## src/rtl/mp4bhp_pkg.sv

```systemverilog
`default_nettype none
// ----------------------------------------------------------------------------
// mp4bhp_pkg - shared types and constants of the MP4 box header parser
// Payload structs, status codes, register indexes, phase encoding and the
// top-level box type whitelist.
// ----------------------------------------------------------------------------
package mp4bhp_pkg;

  // one input transfer: a stream byte and its end-of-data mark
  typedef struct packed {
    logic [7:0] data_byte;
    logic       end_of_data;
  } in_t;

  // one result transfer
  typedef struct packed {
    logic [31:0] type_code;
    logic [63:0] size_total;
    logic [4:0]  header_length;
    logic [2:0]  status;
  } out_t;

  // configuration registers
  typedef struct packed {
    logic check_top_level_types;
    logic require_complete_box;
  } cfg_t;

  localparam int unsigned CFG_INDEX_W = 1;
  localparam logic [CFG_INDEX_W-1:0] REG_CHECK_TYPES      = 1'd0;
  localparam logic [CFG_INDEX_W-1:0] REG_REQUIRE_COMPLETE = 1'd1;

  // status codes
  localparam logic [2:0] ST_OK         = 3'd0;
  localparam logic [2:0] ST_SIZE_ZERO  = 3'd1;
  localparam logic [2:0] ST_TOO_SMALL  = 3'd2;
  localparam logic [2:0] ST_TOO_LARGE  = 3'd3;
  localparam logic [2:0] ST_BAD_TYPE   = 3'd4;
  localparam logic [2:0] ST_TRUNCATED  = 3'd5;
  localparam logic [2:0] ST_INCOMPLETE = 3'd6;

  // parser phase, one-hot
  typedef enum logic [2:0] {
    PH_HEADER  = 3'b001,
    PH_PAYLOAD = 3'b010,
    PH_DROP    = 3'b100
  } phase_t;

  // header layout
  localparam logic [4:0]  SIZE_FIELD_BYTES = 5'd4;
  localparam logic [4:0]  HDR_LEN_SHORT    = 5'd8;
  localparam logic [4:0]  HDR_LEN_LONG     = 5'd16;
  localparam logic [63:0] SIZE_EXTENDED    = 64'd1;
  localparam logic [63:0] SIZE_LIMIT       = 64'h0000_0000_7FFF_FFFF;

  // four-character codes
  localparam logic [31:0] TYPE_FTYP = 32'h6674_7970;
  localparam logic [31:0] TYPE_PDIN = 32'h7064_696E;
  localparam logic [31:0] TYPE_BLOC = 32'h626C_6F63;
  localparam logic [31:0] TYPE_MOOV = 32'h6D6F_6F76;
  localparam logic [31:0] TYPE_MOOF = 32'h6D6F_6F66;
  localparam logic [31:0] TYPE_MFRA = 32'h6D66_7261;
  localparam logic [31:0] TYPE_MDAT = 32'h6D64_6174;
  localparam logic [31:0] TYPE_FREE = 32'h6672_6565;
  localparam logic [31:0] TYPE_SKIP = 32'h736B_6970;
  localparam logic [31:0] TYPE_META = 32'h6D65_7461;
  localparam logic [31:0] TYPE_MECO = 32'h6D65_636F;
  localparam logic [31:0] TYPE_STYP = 32'h7374_7970;
  localparam logic [31:0] TYPE_SIDX = 32'h7369_6478;
  localparam logic [31:0] TYPE_SSIX = 32'h7373_6978;
  localparam logic [31:0] TYPE_PRFT = 32'h7072_6674;

  function automatic logic in_top_level_list(input logic [31:0] t);
    logic r;
    unique case (t) inside
      TYPE_FTYP, TYPE_PDIN, TYPE_BLOC, TYPE_MOOV, TYPE_MOOF,
      TYPE_MFRA, TYPE_MDAT, TYPE_FREE, TYPE_SKIP, TYPE_META,
      TYPE_MECO, TYPE_STYP, TYPE_SIDX, TYPE_SSIX, TYPE_PRFT: r = 1'b1;
      default: r = 1'b0;
    endcase
    return r;
  endfunction

endpackage
`default_nettype wire

```

## src/rtl/mp4bhp_parse_core.sv

```systemverilog
`default_nettype none
// ----------------------------------------------------------------------------
// mp4bhp_parse_core - input register and per-byte header parser
// Holds one byte in an input register, then updates the box state and forms
// at most one result in a single pass.
// ----------------------------------------------------------------------------
module mp4bhp_parse_core (
  input  wire logic              clk,
  input  wire logic              rst,
  input  wire mp4bhp_pkg::cfg_t  cfg,
  input  wire logic              in_valid,
  output logic                   in_stall,
  input  wire mp4bhp_pkg::in_t   in_data,
  input  wire logic              buf_full,
  output logic                   res_push,
  output mp4bhp_pkg::out_t       res_data
);

  logic              held_valid;
  mp4bhp_pkg::in_t   held;
  logic              advance;

  mp4bhp_pkg::phase_t phase, phase_next;
  logic [4:0]        header_count, header_count_next;
  logic [63:0]       size_acc, size_acc_next;
  logic [31:0]       type_reg, type_reg_next;
  logic [63:0]       payload_rem, payload_rem_next;

  logic [4:0]        cnt_inc;
  logic              shift_size;
  logic [63:0]       nsize;
  logic [31:0]       ntype;
  logic              hdr_done;
  logic [2:0]        judge;
  logic [63:0]       rem_hdr;
  logic [63:0]       rem_dec;
  logic              clear;
  logic              res_valid;

  // item moves on when the result buffer has a free slot
  assign advance  = held_valid && !buf_full;
  assign in_stall = held_valid && buf_full;
  assign res_push = advance && res_valid;

  always_ff @(posedge clk) begin
    if (rst) begin
      held_valid <= 1'b0;
    end else if (in_valid && !in_stall) begin
      held_valid <= 1'b1;
    end else if (advance) begin
      held_valid <= 1'b0;
    end
  end

  always_ff @(posedge clk) begin
    if (in_valid && !in_stall) begin
      held <= in_data;
    end
  end

  // header byte placement
  assign cnt_inc    = header_count + 5'd1;
  assign shift_size = (header_count < mp4bhp_pkg::SIZE_FIELD_BYTES) ||
                      (header_count >= mp4bhp_pkg::HDR_LEN_SHORT);
  assign nsize = shift_size ? {size_acc[55:0], held.data_byte} : size_acc;
  assign ntype = shift_size ? type_reg : {type_reg[23:0], held.data_byte};
  assign hdr_done = ((cnt_inc == mp4bhp_pkg::HDR_LEN_SHORT) &&
                     (nsize != mp4bhp_pkg::SIZE_EXTENDED)) ||
                    (cnt_inc == mp4bhp_pkg::HDR_LEN_LONG);
  assign rem_hdr = nsize - {59'd0, cnt_inc};
  assign rem_dec = (payload_rem != 64'd0) ? payload_rem - 64'd1 : payload_rem;

  // first failing check wins
  always_comb begin
    if ((cnt_inc == mp4bhp_pkg::HDR_LEN_SHORT) && (nsize == 64'd0)) begin
      judge = mp4bhp_pkg::ST_SIZE_ZERO;
    end else if (nsize < {59'd0, cnt_inc}) begin
      judge = mp4bhp_pkg::ST_TOO_SMALL;
    end else if ((nsize > mp4bhp_pkg::SIZE_LIMIT) &&
                 (ntype != mp4bhp_pkg::TYPE_MDAT)) begin
      judge = mp4bhp_pkg::ST_TOO_LARGE;
    end else if (cfg.check_top_level_types && (ntype != mp4bhp_pkg::TYPE_MDAT) &&
                 !mp4bhp_pkg::in_top_level_list(ntype)) begin
      judge = mp4bhp_pkg::ST_BAD_TYPE;
    end else begin
      judge = mp4bhp_pkg::ST_OK;
    end
  end

  always_comb begin
    phase_next        = phase;
    header_count_next = header_count;
    size_acc_next     = size_acc;
    type_reg_next     = type_reg;
    payload_rem_next  = payload_rem;
    clear             = 1'b0;
    res_valid         = 1'b0;
    res_data          = '0;
    unique case (phase)
      mp4bhp_pkg::PH_DROP: begin
        clear = held.end_of_data;
      end
      mp4bhp_pkg::PH_PAYLOAD: begin
        payload_rem_next = rem_dec;
        if (rem_dec == 64'd0) begin
          clear = 1'b1;
        end else if (held.end_of_data) begin
          clear = 1'b1;
          if (cfg.require_complete_box && (type_reg != mp4bhp_pkg::TYPE_MDAT)) begin
            res_valid = 1'b1;
            res_data  = '{type_reg, size_acc, header_count, mp4bhp_pkg::ST_INCOMPLETE};
          end
        end
      end
      default: begin
        // header phase; the unused code behaves the same
        phase_next        = mp4bhp_pkg::PH_HEADER;
        header_count_next = cnt_inc;
        size_acc_next     = nsize;
        type_reg_next     = ntype;
        if (hdr_done) begin
          res_valid = 1'b1;
          res_data  = '{ntype, nsize, cnt_inc, mp4bhp_pkg::ST_OK};
          if (judge != mp4bhp_pkg::ST_OK) begin
            res_data.status = judge;
            phase_next      = mp4bhp_pkg::PH_DROP;
            clear           = held.end_of_data;
          end else begin
            payload_rem_next = rem_hdr;
            if (rem_hdr == 64'd0) begin
              clear = 1'b1;
            end else if (held.end_of_data) begin
              clear = 1'b1;
              if (cfg.require_complete_box && (ntype != mp4bhp_pkg::TYPE_MDAT)) begin
                res_data.status = mp4bhp_pkg::ST_INCOMPLETE;
              end
            end else begin
              phase_next = mp4bhp_pkg::PH_PAYLOAD;
            end
          end
        end else if (held.end_of_data) begin
          res_valid = 1'b1;
          res_data  = '{32'd0, 64'd0, cnt_inc, mp4bhp_pkg::ST_TRUNCATED};
          clear     = 1'b1;
        end
      end
    endcase
    if (clear) begin
      phase_next        = mp4bhp_pkg::PH_HEADER;
      header_count_next = 5'd0;
      size_acc_next     = 64'd0;
      type_reg_next     = 32'd0;
      payload_rem_next  = 64'd0;
    end
  end

  always_ff @(posedge clk) begin
    if (rst) begin
      phase        <= mp4bhp_pkg::PH_HEADER;
      header_count <= 5'd0;
      size_acc     <= 64'd0;
      type_reg     <= 32'd0;
      payload_rem  <= 64'd0;
    end else if (advance) begin
      phase        <= phase_next;
      header_count <= header_count_next;
      size_acc     <= size_acc_next;
      type_reg     <= type_reg_next;
      payload_rem  <= payload_rem_next;
    end
  end

`ifndef NO_ASSERTIONS
  // a long header keeps its count of 16 through payload and drop
  a_count_bounded: assert property (@(posedge clk) disable iff (rst)
    header_count <= mp4bhp_pkg::HDR_LEN_LONG)
    else $error("header count beyond a full long header");

  a_payload_nonzero: assert property (@(posedge clk) disable iff (rst)
    phase == mp4bhp_pkg::PH_PAYLOAD |-> payload_rem != 64'd0)
    else $error("payload phase with nothing left to skip");

  a_trunc_len: assert property (@(posedge clk) disable iff (rst)
    res_push && res_data.status == mp4bhp_pkg::ST_TRUNCATED |->
      res_data.header_length != 5'd0 && res_data.header_length < mp4bhp_pkg::HDR_LEN_LONG)
    else $error("truncated header result with bad length");
`endif

endmodule
`default_nettype wire

```

## src/rtl/mp4bhp_out_buf.sv

```systemverilog
`default_nettype none
// ----------------------------------------------------------------------------
// mp4bhp_out_buf - two-entry result buffer
// Registers results so the parser keeps taking bytes while the receiver
// stalls, until both entries are taken.
// ----------------------------------------------------------------------------
module mp4bhp_out_buf (
  input  wire logic              clk,
  input  wire logic              rst,
  input  wire logic              push,
  input  wire mp4bhp_pkg::out_t  push_data,
  output logic                   full,
  output logic                   out_valid,
  input  wire logic              out_stall,
  output mp4bhp_pkg::out_t       out_data
);

  mp4bhp_pkg::out_t ent [2];
  logic             wr_ptr;
  logic             rd_ptr;
  logic [1:0]       count;
  logic             pop;

  assign full      = (count == 2'd2);
  assign out_valid = (count != 2'd0);
  assign out_data  = ent[rd_ptr];
  assign pop       = out_valid && !out_stall;

  always_ff @(posedge clk) begin
    if (push) begin
      ent[wr_ptr] <= push_data;
    end
  end

  always_ff @(posedge clk) begin
    if (rst) begin
      wr_ptr <= 1'b0;
      rd_ptr <= 1'b0;
      count  <= 2'd0;
    end else begin
      if (push) begin
        wr_ptr <= ~wr_ptr;
      end
      if (pop) begin
        rd_ptr <= ~rd_ptr;
      end
      count <= count + {1'b0, push} - {1'b0, pop};
    end
  end

`ifndef NO_ASSERTIONS
  a_no_overflow: assert property (@(posedge clk) disable iff (rst)
    push |-> !full)
    else $error("result pushed into a full buffer");

  a_count_range: assert property (@(posedge clk) disable iff (rst)
    count <= 2'd2)
    else $error("result buffer count out of range");
`endif

endmodule
`default_nettype wire

```

## src/rtl/mp4_box_header_parser.sv

```systemverilog
`default_nettype none
// ----------------------------------------------------------------------------
// mp4_box_header_parser - MP4 (ISO base media) box header parser
// Walks a box stream byte by byte, reports each box header and skips payload.
// ----------------------------------------------------------------------------
// Usage:
//  - in channel: one stream byte per transfer (in_valid / in_stall), with
//    end_of_data marking the last byte of a buffer.
//  - out channel: one transfer per completed header, truncated header or
//    incomplete box (out_valid / out_stall); most bytes give no result.
//  - cfg port: cfg_we writes cfg_data into register cfg_index at the edge;
//    write only while the block is idle.
// Timing: one byte per cycle while in_stall stays low. A byte is held in the
//  input register, then parsed in a single pass into the state registers and
//  the result buffer, from whose entry its result is offered to the receiver.
// Stalls: a two-entry result buffer absorbs a stalled receiver; in_stall
//  rises only once both entries are taken and a byte is waiting.
// Reset (rst, synchronous): empties both buffers, returns to expecting a
//  header, and sets both configuration bits to 1.
// ----------------------------------------------------------------------------
module mp4_box_header_parser (
  input  wire logic                               clk,
  input  wire logic                               rst,
  input  wire logic                               in_valid,
  output logic                                    in_stall,
  input  wire mp4bhp_pkg::in_t                    in_data,
  output logic                                    out_valid,
  input  wire logic                               out_stall,
  output mp4bhp_pkg::out_t                        out_data,
  input  wire logic                               cfg_we,
  input  wire logic [mp4bhp_pkg::CFG_INDEX_W-1:0] cfg_index,
  input  wire logic                               cfg_data
);

  mp4bhp_pkg::cfg_t cfg;
  logic             buf_full;
  logic             res_push;
  mp4bhp_pkg::out_t res_data;

  // configuration registers
  always_ff @(posedge clk) begin
    if (rst) begin
      cfg.check_top_level_types <= 1'b1;
      cfg.require_complete_box  <= 1'b1;
    end else if (cfg_we) begin
      unique case (cfg_index)
        mp4bhp_pkg::REG_CHECK_TYPES:      cfg.check_top_level_types <= cfg_data;
        mp4bhp_pkg::REG_REQUIRE_COMPLETE: cfg.require_complete_box  <= cfg_data;
        default: ;
      endcase
    end
  end

  // input register, box state and single-pass parse
  mp4bhp_parse_core u_core (
    .clk      (clk),
    .rst      (rst),
    .cfg      (cfg),
    .in_valid (in_valid),
    .in_stall (in_stall),
    .in_data  (in_data),
    .buf_full (buf_full),
    .res_push (res_push),
    .res_data (res_data)
  );

  // result buffer towards the receiver
  mp4bhp_out_buf u_buf (
    .clk       (clk),
    .rst       (rst),
    .push      (res_push),
    .push_data (res_data),
    .full      (buf_full),
    .out_valid (out_valid),
    .out_stall (out_stall),
    .out_data  (out_data)
  );

endmodule
`default_nettype wire

```

## config.mk

```make
export PLATFORM = sky130hd
export DESIGN_NAME = mp4_box_header_parser
export DESIGN_NICKNAME = d
export VERILOG_FILES = /design/src/rtl/mp4bhp_pkg.sv /design/src/rtl/mp4bhp_parse_core.sv /design/src/rtl/mp4bhp_out_buf.sv /design/src/rtl/mp4_box_header_parser.sv
export SDC_FILE = /design/constraint.sdc
export NUM_CORES = 1
export LEC_CHECK = 0
export BUFFER_PORTS_ARGS = -buffer_cell sky130_fd_sc_hd__buf_2
export CAP_MARGIN = 20
export CORE_MARGIN = 2
export CORE_UTILIZATION = 27
export CTS_CLUSTER_SIZE = 24
export DETAILED_ROUTE_END_ITERATION = 6
export GPL_TIMING_DRIVEN = 0
export PLACE_DENSITY = 0.4
export SLEW_MARGIN = 20
export SYNTH_ARGS = -nofsm -noshare
export SYNTH_HDL_FRONTEND = slang
export SYNTH_SLANG_ARGS = --single-unit
```

## constraint.sdc

```tcl
create_clock -name clk -period 7.6 [get_ports clk]
set_input_delay 0 -clock clk [delete_from_list [all_inputs] [get_ports clk]]
set_output_delay 0 -clock clk [all_outputs]
set_load 0.01 [all_outputs]
```

Word level (Yosys, flattened, before mapping):

Memories as Yosys holds them, arrays and structs flattened. A register that Yosys moved wholly into a read port is not among the register bits.
Cells that the tools add are included.

* add/sub/neg operators: 5
* multiply operators: 0
* div/mod/pow operators: 0
* order comparisons: 4
* eq/ne operators: 26
* shifts and indexed selects: 0
* muxes and demuxes: 54
* bitwise logic cells: 3
* reduce and logical (&&, ||, !) cells: 32

Operator list (count)
* equality test 32 x 31 -> 1 bit, second input constant: 15
* two-way mux 64 bit: 7
* two-way mux 104 bit: 4
* case mux 104 bit (2 select lines): 1
* zero test 64 bit: 3
* case mux 64 bit (2 select lines): 1
* two-way mux 32 bit: 3
* > comparator 64 x 31 -> 1 bit, second input constant: 1
* < comparator 64 x 5 -> 1 bit: 1
* != test 32 x 31 -> 1 bit, second input constant: 2
* != test 64 x 1 -> 1 bit, second input constant: 1
* nonzero test 64 bit: 1
* subtractor 64 x 1 -> 64 bit, second input constant: 1
* subtractor 64 x 5 -> 64 bit: 1
* two-way mux 3 bit: 13
* two-way mux 1 bit: 19
* OR reduction 15 bit: 1
* logical AND 1 bit: 12
* two-way mux 5 bit: 2
* two-way mux 8 bit: 1
* AND reduction 2 bit: 3
* nonzero test 3 bit: 2
* adder 5 x 1 -> 5 bit, second input constant: 1
* equality test 5 x 4 -> 1 bit, second input constant: 1
* other kinds (18): 27

* register bits: 184
* bits in latches: 0
* memory bits (writable): 208
* bits in read-only memories: 0
* input bits: 16
* output and inout port bits: 106
* word-level logic and storage cells: 138
* memories: 1

Memories
* u_buf.ent: depth 2, bits a word 104, rd ports 1, clocked after Yosys merged registers in 1, wr ports 1, line mp4bhp_out_buf.sv:18 `mp4bhp_pkg::out_t ent [2];`

Longest topological paths before layout:

* depth in word-level cells: 21
* depth in mapped cells: 27
* gate-level depth less buffers: 19

Modules after synthesis:

From an unflattened synthesis, not the netlist that was laid out.

* cells, all modules: 2773
* area total of the unflattened synthesis: 25289.3 µm²

By module, submodules not included
* mp4bhp_parse_core: times used 1, cells an instance 2418, area each 17210.3 µm², seq. area each 3653.5 µm²
* mp4bhp_out_buf: times used 1, cells an instance 347, area each 8001.4 µm², seq. area each 6346.1 µm²
* mp4_box_header_parser: times used 1, cells an instance 8, area each 77.6 µm², seq. area each 40.0 µm²

Worst setup path after synthesis:

Ideal clock, no wire load.

* kind: register -> register
* start point: register u_core.payload_rem[43]
* end point: memory u_buf.ent[0][0] (netlist bit) (enable)
* setup time: 0.568 ns
* arrival time: 7.809 ns
* setup slack: -0.777 ns
* cell stages (with the launch flop): 15
* path through: dfxtp_1 > buf_6 > or4_4 > or4_4 > or3_1 > buf_2 > or4_1 > o21ai_1 > a221o_1 > nor4_1 > and4_4 > a21oi_2 > nand2_1 > a21o_1 > nor2_1

* word-level cells in the longest chain between the ends: 8
* elaborated cells on any way between the ends: 9

Ends and longest elaborated chain
* start, declared: line mp4bhp_parse_core.sv:27 `logic [63:0] payload_rem, payload_rem_next;`
* start signal, assigned: line mp4bhp_parse_core.sv:169 `payload_rem <= payload_rem_next;`
* subtractor 64 x 1 -> 64 bit or nonzero test 64 bit (tied branches): line mp4bhp_parse_core.sv:71 `assign rem_dec = (payload_rem != 64'd0) ? payload_rem - 64'd1 : payload_rem;`
* two-way mux 64 bit *: line mp4bhp_parse_core.sv:71
* zero test 64 bit *: line mp4bhp_parse_core.sv:105 `if (rem_dec == 64'd0) begin`
* two-way mux 1 bit *: line mp4bhp_parse_core.sv:105
* case mux 1 bit (2 select lines) *: line mp4bhp_parse_core.sv:99 `unique case (phase)`
* logical AND 1 bit *: line mp4bhp_parse_core.sv:43 `assign res_push = advance && res_valid;`
* two-way mux 1 bit *: line mp4bhp_out_buf.sv:30 `if (push) begin`
* two-way mux 1 bit (not written as such) *: line mp4bhp_out_buf.sv:31 `ent[wr_ptr] <= push_data;`
* end, declared: line mp4bhp_out_buf.sv:18

Mark *: on every way between the ends. The rest lies on a longest branch, timed or not.

Worst setup path in the final report:

* start point: register u_core.header_count[2]
* end point: register u_core.size_acc[63]

* word-level cells in the longest chain between the ends: 21
* elaborated cells on any way between the ends: 55

Ends and longest elaborated chain
* start, declared: line mp4bhp_parse_core.sv:24 `logic [4:0] header_count, header_count_next;`
* start signal, assigned: line mp4bhp_parse_core.sv:166 `header_count <= header_count_next;`
* < comparator 5 x 3 -> 1 bit or greater-or-equal comparator 5 x 4 -> 1 bit (tied branches): line mp4bhp_parse_core.sv:63, mp4bhp_parse_core.sv:64
* logical OR 1 bit: line mp4bhp_parse_core.sv:63 `assign shift_size = (header_count < mp4bhp_pkg::SIZE_FIELD_BYTES) ||`
* two-way mux 32 bit: line mp4bhp_parse_core.sv:66 `assign ntype = shift_size ? type_reg : {type_reg[23:0], held.data_byte};`
* equality test 32 x 31 -> 1 bit: line mp4bhp_parse_core.sv:83 `!mp4bhp_pkg::in_top_level_list(ntype)) begin`
* OR reduction 15 bit: line mp4bhp_pkg.sv:75 `unique case (t) inside`
* two-way mux 1 bit: line mp4bhp_pkg.sv:75
* two-way mux 1 bit: line mp4bhp_parse_core.sv:79 `end else if ((nsize > mp4bhp_pkg::SIZE_LIMIT) &&`
* two-way mux 1 bit: line mp4bhp_parse_core.sv:77 `end else if (nsize < {59'd0, cnt_inc}) begin`
* [... 5 more ...]
* two-way mux 3 bit: line mp4bhp_parse_core.sv:77
* two-way mux 3 bit: line mp4bhp_parse_core.sv:75 `if ((cnt_inc == mp4bhp_pkg::HDR_LEN_SHORT) && (nsize == 64'd0)) begin`
* nonzero test 3 bit: line mp4bhp_parse_core.sv:124 `if (judge != mp4bhp_pkg::ST_OK) begin`
* two-way mux 1 bit: line mp4bhp_parse_core.sv:124
* two-way mux 1 bit: line mp4bhp_parse_core.sv:121 `if (hdr_done) begin`
* case mux 1 bit (2 select lines): line mp4bhp_parse_core.sv:99
* != test 2 x 1 -> 1 bit (no line)
* AND reduction 2 bit (no line)
* end signal, assigned: line mp4bhp_parse_core.sv:167 `size_acc <= size_acc_next;`
* end, declared: line mp4bhp_parse_core.sv:25 `logic [63:0] size_acc, size_acc_next;`

Parallel ways exist; a longest one is shown, timed or not. The select of a mux whose other input is x is not followed.
A chain may end at the register's enable or synchronous reset.

==> impl_metrics.py <==
metrics = {
    "sta": {
        "max_slew.worst_pin.slew_ns": 1.19,
        "setup_ws_ns": 0.0448,
        "holdWs_ns": 0.116,
        "period_share_pct": 99.4,
        "maxSlewViolCount": 0,
        "slew_headroom_pct": 19.4,
        "min_period_ns": 7.56,
        "finClkSkew_ns": 0.0234,
        "clock.fmax_mhz": 132,
        "final_hold_viol_count": 0,
        "finalSetupViolations": 0,
        "rsz0062_at_grt": "false",
    },
    "global_route": {
        "overflow": 0,
        "antenna_found_initial": 0,
        "grt_max_degree": 24,
        "grt_pass1_vias": 21600,
        "grtUsageTotal_pct": 25.0,
        "grt_pass1_wl_um": 163000,
    },
    "finish": {
        "largest_register_ffs": 208,
        "seq_area_mm2": 0.0100,
        "nets": 2712,
        "syn_to_final_growth_pct": 18.9,
        "largestRegisters": "u_buf.ent x208, u_core.payload_rem x64, u_core.size_acc x64",
        "drive_above_1_share_pct": 17.0,
        "regMostFlops": "u_buf.ent",
        "final_cells": 3868,
        "multiInputGateArea_mm2": 0.0123,
        "n_fill_cell": 9007,
        "final_util_pct": 32.5,
    },
    "yosys": {
        "synth_ff_type": "edfxtp_1",
        "synth_area_per_cell_um2": 9.38,
        "synth_fp_nets": 2512,
        "syn-instance-count": 2483,
        "synthesis.area_mm2": 0.0233,
        "yosys_warnings": 0,
        "synth_edf_count": 217,
        "yosysSeqAreaShare_pct": 43.1,
        "synth_async_sr_flop_share_pct": 0,
        "synth_seq_cells": 393,
        "synth_cell_types": 99,
    },
    "setup_path": {
        "required_ns": 8.10,
        "slowest_stage": "nor4_1",
        "r2r-end": "u_core.size_acc[63]$_SDFFE_PP0P_",
        "rr_worst_depth": 24,
        "max_stage_delay_ns": 0.47,
        "cp_cell_sequence": "buf_2, nor3b_4, buf_2, buf_4, buf_4, buf_4, clkbuf_4, nand2_1, nand2_1, ha_1, a21o_1, a21oi_2, o211a_1, nand4_1, nor4_1, xor2_1, nor4b_1, and4_1, and3_1, a211oi_4, buf_2, buf_2, nand3b_1, a21oi_1",
        "r2r_setup_slack_ns": 0.04,
        "setup.worst_path.start": "u_core.header_count[2]$_SDFFE_PP0P_",
        "cp_common_cell": "buf_2",
        "r2r-start": "u_core.header_count[2]$_SDFFE_PP0P_",
        "arrival_ns": 8.06,
        "endpoint_kind": "register",
        "start_kind": "register",
        "critical_path.endpoint": "u_core.size_acc[63]$_SDFFE_PP0P_",
        "critPathMaxFanout": 19,
        "crit_type": "reg -> reg",
    },
    "cts": {
        "numCtsBuffers": 49,
        "cts.sinks": 393,
        "cts_root_buf": "clkbuf_16",
        "clockBufferDepth": 3,
        "htreeDepth": 2,
        "clkLatencyLatePin_ns": 0.61,
        "cts_tree": "yes",
        "clkTransAtPathRegs_ns": 0.06,
    },
    "die": {
        "initial_core_util_pct": 27.3,
        "io_pins": 122,
        "dieArea_mm2": 0.0886,
        "fp.dieW_um": 298,
        "core_mm2": 0.0853,
        "num_rows": 107,
        "dieHeight_um": 298,
    },
    "route": {
        "highest_layer": "met4",
        "drt_pass1_iterations": 5,
        "first_iter_violations": 2659,
        "routed_via_density": 5.77,
        "finalWirelength_um": 114000,
        "ant_nets": 0,
        "drcViolationCount": 0,
        "vias": 22300,
        "wl_met3_um": 9100,
        "m1WireLength_um": 51400,
        "route.met2.wl_um": 49700,
        "post_drt_wl_per_cell_um": 29.5,
    },
    "place": {
        "gp_congestion": 1.01,
        "post-place-ws_ns": -2.88,
        "dp_hpwl_um": 86900,
        "port_buffers": 120,
        "dp_cells": 3758,
    },
    "min_path": {
        "hold_class": "in -> reg",
    },
    "pwr": {
        "p_total_mw": 6.01,
        "power.density_mw_per_mm2": 217,
        "ir_drop_mv": 0.171,
        "leakagePower_nw": 9.60,
    },
    "job": {
        "drv_cap": 0,
    },
    "run_status": {
        "status": "finished clean",
    },
}
repair_timing:
item,4_1_cts,5_1_grt
buffers inserted,5,0
endpoints found under the setup margin,172,70
resized for setup,35,4
hold buffers,16,0
hold endpoints to repair,15,0
pin swaps,2,0
cell usage after synthesis, types with 11 or more instances:
master    instances  area share (%)
o21ai_0          65             1.4
a31oi_1          29            0.78
a22o_1          146             5.5
nand4_1          67             1.8
or4_1            18            0.58
nor4bb_1         11            0.47
or2_2            12            0.32
nor3_1           99             2.1
nor3b_1          13            0.42
and3_1           17            0.46
a21oi_1         124             2.7
dfxtp_1         176              15
and2_1           11            0.30
nand2_1         202             3.3
nor2b_1          14            0.38
nand3b_1         23            0.74
o211ai_1         13            0.42
mux2_2          109             5.3
o22ai_1          34            0.91
buf_2            54             1.2
nor2_1          190             3.1
mux2i_1          69             3.0
edfxtp_1        217              28
a22oi_1          26            0.84
xor2_1           38             1.4
nand3_1         106             2.3
clkbuf_1        137             2.2
buf_1            14            0.23
a211oi_1         26            0.84
nor4_1           66             1.8
xnor2_1          57             2.1
a21o_1           13            0.42
nand2b_1         12            0.32
inv_1            48            0.77
ha_1             12            0.64
or3_1            44             1.2
cells by family after synthesis:
kind of cell / after synthesis / share of synthesized area, %
buf+inv: 269 / 5.02
fa+ha+maj: 13 / 0.730
compound gates: 576 / 17.7
xor+xnor: 95 / 3.57
simple gates: 959 / 21.6
flops: 393 / 43.1
mux: 178 / 8.23
cells in the final DEF (no fill, tap or decap), types with 17 or more instances in the layout:
cell type / synthesis / routed
o22ai_1: 34 / 34
nand2_1: 202 / 202
or4_1: 18 / 18
nand3b_1: 23 / 23
a22o_1: 146 / 146
nor3_1: 99 / 99
a22oi_1: 26 / 26
dfxtp_1: 176 / 176
nand3_1: 106 / 105
a21oi_1: 124 / 123
inv_1: 48 / 48
edfxtp_1: 217 / 217
mux2_2: 109 / 109
clkbuf_16: 0 / 50
a31oi_1: 29 / 29
nor2_1: 190 / 187
and3_1: 17 / 17
mux2i_1: 69 / 67
xnor2_1: 57 / 55
xor2_1: 38 / 36
nand4_1: 67 / 67
clkbuf_1: 137 / 139
a211oi_1: 26 / 26
nor4_1: 66 / 62
buf_2: 54 / 167
or3_1: 44 / 44
o21ai_0: 65 / 65
worst max-delay path: cells and delay by family (launching register included):
kind,cells,cell delay [ns]
XOR/XNOR,1,0.27
AO/OA/AOI/OAI,5,1.48
flip-flops,1,0.32
AND/OR/NAND/NOR,9,2.19
adder cells (fa/ha/maj),1,0.33
buffers and inverters,8,2.82
area by class of cell:
class | count | share of cell area [%]
multi-input combinational | 1821 | 44.3
sequential | 393 | 36.2
tap | 1144 | 5.17
clock buffer | 57 | 4.65
timing repair buffer | 152 | 3.78
buffer | 218 | 3.62
clock inverter | 34 | 1.60
inverter | 48 | 0.650
antenna | 1 | 0.00903
per-layer routing:
layer,global-route usage (%),up-vias
met4,7.72,0
met1,35.4,11200
met5,0,-
met3,4.97,178
met2,38.2,1099
li1,-,9814
report_power, final:
group / internal (mW) / total, mW / switching [mW]
clock: 1.53 / 2.52 / 0.988
combinational: 0.428 / 1.17 / 0.742
sequential: 2.29 / 2.32 / 0.0285
total: 4.25 / 6.01 / 1.76
through the flow:
step / area [µm²] / setup TNS (ns)
after floorplan: 23300 / -161.62
after global placement: 25300 / -1665.80
after detailed placement: 25600 / -398.17
after CTS: 27700 / 0
after global routing: 27700 / 0
final: 27700 / 0
how the worst min path moves through the flow:
stage	startpoint	end	slack [ns]	cells past startpoint
after floorplan	in_data[0]	u_core.held[0]$_DFFE_PP_	0.1	0
after global placement	in_data[0]	u_core.held[0]$_DFFE_PP_	0.18	1
after CTS	in_data[0]	u_core.held[0]$_DFFE_PP_	0.08	2
after detailed placement	in_data[1]	u_core.held[1]$_DFFE_PP_	0.18	1
final	in_data[0]	u_core.held[0]$_DFFE_PP_	0.12	2
after global routing	in_data[7]	u_core.held[7]$_DFFE_PP_	0.12	2
No activity file was read; power rests on OpenSTA's default activity.
